## src/hw/rtl/bss_pkg.sv

```systemverilog
// ----------------------------------------------------------------------------
// bss_pkg
// Types and constants shared by the sorted table binary search unit.
// ----------------------------------------------------------------------------
package bss_pkg;

    localparam int VALUE_W = 32;
    localparam int POS_W   = 10;
    localparam int PROBE_W = 4;

    typedef enum logic [1:0] {
        KIND_CLEAR  = 2'd0,
        KIND_APPEND = 2'd1,
        KIND_SEARCH = 2'd2,
        KIND_NONE   = 2'd3
    } t_kind;

    typedef enum logic [1:0] {
        ST_FOUND = 2'd0,
        ST_MISS  = 2'd1,
        ST_FULL  = 2'd2
    } t_status;

    typedef enum logic [1:0] {
        S_IDLE,
        S_READ,
        S_CMP,
        S_EMIT
    } t_state;

    typedef struct packed {
        logic    clear;
        logic    append;
        logic    start;
        logic    read;
        logic    probe;
        logic    step;
        logic    load_out;
        t_status emit_status;
    } t_cmd;

    typedef struct packed {
        logic full;
        logic active;
        logic hit;
        logic out_busy;
    } t_sts;

endpackage

```

## src/hw/rtl/bss_ctrl.sv

```systemverilog
// ----------------------------------------------------------------------------
// bss_ctrl
// Controller: decodes input beats and sequences the search probes.
// ----------------------------------------------------------------------------
module bss_ctrl (
    input  logic          i_clk,
    input  logic          i_rst_n,
    input  logic          i_valid,
    input  logic [1:0]    i_kind,
    output logic          o_ready,
    input  bss_pkg::t_sts i_sts,
    output bss_pkg::t_cmd o_cmd
);
    import bss_pkg::*;

    t_state  r_state, n_state;
    t_status r_emit, n_emit;
    t_kind   w_kind;

    assign w_kind  = t_kind'(i_kind);
    assign o_ready = (r_state == S_IDLE);

    always_ff @(posedge i_clk) begin
        if (!i_rst_n) begin
            r_state <= S_IDLE;
            r_emit  <= ST_MISS;
        end else begin
            r_state <= n_state;
            r_emit  <= n_emit;
        end
    end

    // next state
    always_comb begin
        n_state = r_state;
        n_emit  = r_emit;
        unique case (r_state)
            S_IDLE: begin
                if (i_valid) begin
                    unique case (w_kind)
                        KIND_APPEND: begin
                            if (i_sts.full) begin
                                n_state = S_EMIT;
                                n_emit  = ST_FULL;
                            end
                        end
                        KIND_SEARCH: n_state = S_READ;
                        KIND_CLEAR, KIND_NONE: n_state = S_IDLE;
                        default: n_state = S_IDLE;
                    endcase
                end
            end
            S_READ: begin
                if (i_sts.active) begin
                    n_state = S_CMP;
                end else begin
                    n_state = S_EMIT;
                    n_emit  = ST_MISS;
                end
            end
            S_CMP: begin
                if (i_sts.hit) begin
                    n_state = S_EMIT;
                    n_emit  = ST_FOUND;
                end else begin
                    n_state = S_READ;
                end
            end
            S_EMIT: begin
                if (!i_sts.out_busy) begin
                    n_state = S_IDLE;
                end
            end
            default: n_state = S_IDLE;
        endcase
    end

    // outputs
    always_comb begin
        o_cmd             = '0;
        o_cmd.emit_status = r_emit;
        unique case (r_state)
            S_IDLE: begin
                if (i_valid) begin
                    o_cmd.clear  = (w_kind == KIND_CLEAR);
                    o_cmd.append = (w_kind == KIND_APPEND) && !i_sts.full;
                    o_cmd.start  = (w_kind == KIND_SEARCH);
                end
            end
            S_READ: o_cmd.read = i_sts.active;
            S_CMP: begin
                o_cmd.probe = 1'b1;
                o_cmd.step  = !i_sts.hit;
            end
            S_EMIT: o_cmd.load_out = !i_sts.out_busy;
            default: o_cmd = '0;
        endcase
    end

endmodule

```

## config.mk

```make
export PLATFORM = sky130hd
export DESIGN_NAME = bss_ctrl
export DESIGN_NICKNAME = d
export VERILOG_FILES = /design/src/hw/rtl/bss_pkg.sv /design/src/hw/rtl/bss_ctrl.sv
export SDC_FILE = /design/constraint.sdc
export NUM_CORES = 1
export LEC_CHECK = 0
export ABC_CLOCK_PERIOD_IN_PS = 2550
export BUFFER_PORTS_ARGS = -buffer_cell sky130_fd_sc_hd__buf_4
export CORE_AREA = 2 2 39 41
export DETAILED_ROUTE_END_ITERATION = 12
export DIE_AREA = 0 0 41 43
export GPL_TIMING_DRIVEN = 0
export PLACE_DENSITY = 0.62
export SYNTH_ARGS = -nofsm -noshare
export SYNTH_HDL_FRONTEND = slang
export SYNTH_SLANG_ARGS = --single-unit
export TNS_END_PERCENT = 5
```

## constraint.sdc

```tcl
create_clock -name i_clk -period 2.55 [get_ports i_clk]
set_input_delay 0.51 -clock i_clk [delete_from_list [all_inputs] [get_ports i_clk]]
set_output_delay 0.51 -clock i_clk [all_outputs]
set_load 0.01 [all_outputs]
```

==> qor.csv, run 1 <==
metric;value;unit
status;complete, no violations;
CP cell instances;inv_1 -> ha_1 -> and3_2 -> buf_4;
core box area;1380;um^2
Setup violations, final;0;
Static Leak;0.000325;uW
Clock H-tree levels;1;
setup slack, reg-to-reg;0.68;ns
Starting Density;0.315;
buffer depth of the longest clock path;2;
drt pass-1 iters;3;
Mean Syn Cell Area;9.07;um^2
RR Endpoint;r_emit[0];
post-synthesis instance total;48;
top cell type by total area after synthesis;ha_1;
sequential share of power;0.215;
Fmax achieved;508;MHz
Slew @ Worst Pin;0.556;ns
Diodes inserted;0;
required time of the critical path;2.04;ns
via count;389;
sw power;217;uW
period utilization;0.772;
Fin. Hold Viols;0;
CP endpoint kind;output pin;
Yosys top cell area share;0.316;
top post-synthesis cells by area;ha_1, dfxtp_1, inv_1;
combinational share of power;0.647;
part of the power in the clock network;0.138;
Max IR drop VDD;0.000382;V
Setup Fix Bufs, Post-CTS;0;
worst slack, placed;0.673;ns
Worst Setup Start Kind;flop;
min Tclk post-route;1.97;ns
Final Slew Violations;0;
Hold EP;r_emit[1];
Worst slew margin;0.629;
Clock Sinks;4;
P_int;310;uW
Clock Skew;0.00187;ns
vias in the first global route;387;
Max Cap Violations;0;
CTS root buf;clkbuf_4;
layout cells sized above 1;0.362;
power density over the cells;859;nW/um^2
Die Height;43;um
min-delay src;r_emit[1];
Clock Pin Slew Worst Setup and Hold Paths;0.03;ns
area grow syn2layout;40.8;%
FF+latch count, synth;4;
hold buffers post-CTS;0;
Placed Cells;82;
Post-DRT Antenna Nets;0;
non-filler instance count after layout;85;
Total GRT Usage;0.113;
Synth warnings;0;
switching share of power;0.411;
crit path max fanout;9;
RSZ-0062 raised after global routing;false;
die area;1760;um^2
Net Count, Synth;68;
WL/cell;10.2;um
Worst Setup Path Type;reg2out;
Nets;91;
worst reg-to-reg path cell count;5;
GPL Wtd Cong;0.731;
WHS;0.531;ns
clk_lat worst skew;0.22;ns
r2r startpoint;r_state[0];
Setup TNS;0;ns
Num CTS Buffers;3;
Cell variety after synth;21;
Core Rows;14;
Die W;41;um
Iter 0 DRT Violations;5;
slowest CP cell;dfxtp_1;
first-pass GRT wire length;1370;um
num ports;19;
DR vias/cell;4.58;
Post-CTS Resized;0;
total congestion overflow;0;
Critical Path AT;1.46;ns
CTS tree;built;
Final Util;0.443;
sequential-to-total area share from yosys stat;0.184;
Critical Path Max Stage Delay;0.39;ns
drt total wl;869;um
hold depth;2;
Tightest Hold Check Type;reg2reg;
antenna violations before repair;0;
Final WS setup;0.581;ns
Cell Area, Synth;435;um^2
largest net degree at the start of global routing;10;
Post-DP HPWL;752;um
port bufs;18;
DRC errors left;0;
flip-flops by register name (all words and copies together) (netlist names):
name,count
r_state,2
r_emit,2
power by group through the flow:
| stage | logic [uW] | clock network [uW] | registers (uW) |
|---|---|---|---|
| after floorplan | 223 | 0 | 119 |
| after global placement | 345 | 0 | 113 |
| after detailed placement | 346 | 0 | 114 |
| after CTS | 345 | 77.2 | 113 |
| after global routing | 387 | 80.3 | 118 |
| final | 341 | 72.5 | 113 |
synth_stat cells (all sizes together):
library cell,n
nor2,1
dfxtp,4
and2,1
inv,10
a222oi,1
o21ai,1
o2111ai,1
a21boi,1
nand2,2
nor2b,3
ha,11
a21oi,2
and3,3
a211oi,1
a311o,1
nand3,1
a2111oi,1
o31ai,2
a311oi,1
final cells by class:
class | count | area [um^2]
repair buffers | 18 | 135
multi-input cells | 34 | 318
clock buffers | 3 | 22.5
inverters | 10 | 37.5
flip-flops and latches | 4 | 80.1
fillers | 151 | 771
well taps | 16 | 20.0
worst max-delay path: cells and delay by family (launching register included):
family	cells	cell delay (ns)
simple gates	1	0.26
flops	1	0.39
fa+ha+maj	1	0.33
buf+inv	2	0.26
worst max-delay path by stage:
stage / to / cells past startpoint / slack (ns) / start
finish: o_cmd[6] / 4 / 0.58 / r_state[0]
CTS: o_cmd[6] / 4 / 0.57 / r_state[0]
global route: o_cmd[6] / 4 / 0.48 / r_state[0]
detailed placement: r_emit[0] / 5 / 0.67 / r_state[0]
floorplan: r_emit[0] / 5 / 0.79 / r_state[0]
global placement: r_emit[0] / 5 / 0.69 / r_state[0]
through the flow:
stage	area, um^2	power [uW]
floorplan	435	342
detailed placement	591	460
finish	613	527
global route	613	585
CTS	613	536
global placement	591	458
cells by family (layout without fill, tap and decap cells):
group | Yosys count | in the layout | synth area share
AO/OA/AOI/OAI | 12 | 12 | 0.253
buffers and inverters | 10 | 31 | 0.0862
adder cells (fa/ha/maj) | 11 | 11 | 0.316
flip-flops | 4 | 4 | 0.184
AND/OR/NAND/NOR | 11 | 11 | 0.161
layer usage:
metal,global-route usage,share of wire
met2,0.194,0.50
met4,0.0800,0
met5,0,0
met1,0.113,0.41
met3,0.0209,0.084
layout by cell type, fill, tap and decap left out:
cell type,netlist,routed
a21oi_1,2,2
o31ai_1,2,2
and3_1,1,1
and3_2,2,2
o2111ai_1,1,1
buf_4,0,18
o21ai_0,1,1
a311o_1,1,1
a2111oi_4,1,1
nor2b_4,1,1
inv_1,10,10
nor2b_1,2,2
nand2_1,2,2
dfxtp_1,4,4
a21boi_1,1,1
ha_1,11,11
a211oi_1,1,1
nand3_1,1,1
a222oi_1,1,1
clkbuf_4,0,3
and2_1,1,1
a311oi_1,1,1
nor2_1,1,1
(Power assumes the default switching activity.)
==> run 2: changes to the inputs <==
ABC_CLOCK_PERIOD_IN_PS = 1880   (was 2550)
clock period = 1.88 ns   (was 2.55 ns; I/O delays follow)
==> qor.csv, run 2 (synthesized netlist as in run 1, its figures left out) <==
metric;value;unit;change
num ports;19;;unchanged
Clock Pin Slew Worst Setup and Hold Paths;0.03;ns;about the same
Fin. Hold Viols;0;;unchanged
RSZ-0062 raised after global routing;false;;
most common cell after layout, fill and taps aside;buf_4;;
hold depth;3;;+1
sequential share of power;0.217;;+0.002
Clock Sinks;4;;unchanged
hold buffers post-CTS;0;;unchanged
crit path max fanout;5;;-4
switching share of power;0.409;;-0.00252
Slew @ Worst Pin;0.549;ns;-0.00738 ns
Nets;91;;unchanged
Hold EP;r_state[1];;
CP cell instances;inv_2 -> ha_1 -> and2_1 -> a2111oi_4 -> a21boi_1 -> a311o_1;;
period utilization;0.916;;
Max IR drop VDD;0.000531;V;+39%
Setup violations, final;0;;unchanged
r2r startpoint;r_state[1];;
worst slack, placed;0.00281;ns;-0.670 ns
Final Slew Violations;0;;unchanged
Worst Setup Start Kind;flop;;
Placed Cells;82;;unchanged
Worst slew margin;0.634;;+0.00492
Diodes inserted;0;;unchanged
die area;1760;um^2;unchanged
via count;389;;unchanged
CTS root buf;clkbuf_4;;
Final Util;0.448;;+0.00452
Die Height;43;um;unchanged
slowest CP cell;dfxtp_1;;
Starting Density;0.315;;unchanged
Post-DP HPWL;752;um;unchanged
Tightest Hold Check Type;in2reg;;
Post-DRT Antenna Nets;0;;unchanged
DR vias/cell;4.58;;unchanged
Critical Path AT;1.83;ns;+0.37 ns
P_int;430;uW;+39%
non-filler instance count after layout;85;;unchanged
Final WS setup;0.157;ns;-0.424 ns
Iter 0 DRT Violations;7;;+2
core box area;1380;um^2;unchanged
setup slack, reg-to-reg;0.16;ns;-0.52 ns
Fmax achieved;580;MHz;
DRC errors left;0;;unchanged
Die W;41;um;unchanged
highest-count cells in the layout ignoring fill and taps;buf_4, inv_1, ha_1, clkbuf_4, dfxtp_1;;
Clock Skew;0.00214;ns;+0.000265 ns
Max Cap Violations;0;;unchanged
Worst Path Buf+Inv;1;;-1
Top Registers;r_emit: 2 flops, r_state: 2 flops;;
layout cells sized above 1;0.420;;+0.0580
Core Rows;14;;unchanged
power density over the cells;1170;nW/um^2;+37%
worst reg-to-reg path cell count;6;;+1
vias in the first global route;387;;unchanged
min Tclk post-route;1.72;ns;
antenna violations before repair;0;;unchanged
buffer depth of the longest clock path;2;;unchanged
Total GRT Usage;0.113;;unchanged
Setup Fix Bufs, Post-CTS;0;;unchanged
total congestion overflow;0;;unchanged
Num CTS Buffers;3;;unchanged
PnR Total Power;727;uW;+38%
sw power;297;uW;+37%
first-pass GRT wire length;1370;um;unchanged
required time of the critical path;1.99;ns;-0.05 ns
Static Leak;0.000323;uW;-0.69%
drt pass-1 iters;3;;unchanged
CP top delay family;compound AO/OA/AOI/OAI gates;;
clk_lat worst skew;0.22;ns;about the same
largest net degree at the start of global routing;10;;unchanged
CP endpoint kind;flop;;
port bufs;18;;unchanged
part of the power in the clock network;0.135;;-0.003
CTS tree;built;;
WL/cell;10.3;um;+0.58%
min-delay src;i_rst_n;;
area grow syn2layout;42.2;%;
Worst Setup Path Type;reg2reg;;
status;complete, no violations;;
Setup TNS;0;ns;unchanged
Critical Path Max Stage Delay;0.39;ns;about the same
combinational share of power;0.648;;about the same
RR Endpoint;r_emit[0];;
GPL Wtd Cong;0.731;;unchanged
drt total wl;874;um;+0.58%
Clock H-tree levels;1;;unchanged
-- run 2: layer usage --
layer | vias to the layer above | part of all wire | wire, um | GRT usage
li1 | 210 | - | - | -
met1 | 167 | 0.41 | 360 | 0.113
met2 | 12 | 0.50 | 440 | 0.194
met3 | 0 | 0.084 | 73 | 0.0209
met4 | 0 | 0 | 0 | 0.0800
met5 | - | 0 | 0 | 0
-- run 2: through the flow --
step / hold slack, ns / instance area (um^2)
floorplan: 0.508 / 435
global placement: 0.516 / 591
detailed placement: 0.527 / 591
CTS: 0.401 / 613
global route: 0.428 / 619
finish: 0.406 / 619
-- run 2: layout make-up --
type,instances,area (um^2)
clock buffer,3,22.5
inverter,10,37.5
multi-input combinational,34,323
fill,148,764
tap,16,20.0
sequential,4,81.3
timing repair buffer,18,135
-- run 2: how the worst max path moves through the flow --
| stage | startpoint | to | slack, ns | cells past startpoint |
|---|---|---|---|---|
| after global placement | r_state[0] | r_emit[0] | 0.02 | 5 |
| after detailed placement | r_state[0] | r_emit[0] | 0.003 | 5 |
| after floorplan | r_state[0] | r_emit[0] | 0.12 | 5 |
| after global routing | r_state[1] | r_emit[0] | 0.02 | 6 |
| final | r_state[1] | r_emit[0] | 0.16 | 6 |
| after CTS | r_state[0] | r_emit[0] | 0.004 | 5 |
-- run 2: repair_timing --
item	in CTS	in global routing
setup endpoints to repair	0	5
gates resized for setup	0	4
endpoints found under the hold margin	0	0
-- run 2: power by group through the flow --
stage | sequential, uW | combinational, uW | clock [uW]
after floorplan | 161 | 303 | 0
after detailed placement | 155 | 469 | 0
final | 157 | 471 | 98.1
after CTS | 154 | 468 | 105
after global placement | 153 | 467 | 0
after global routing | 164 | 533 | 109
-- run 2: tightest hold or removal path, delay by kind of cell --
kind / cells / cell delay, ns
compound gates: 1 / 0.07
simple gates: 1 / 0.06
buf+inv: 1 / 0.09
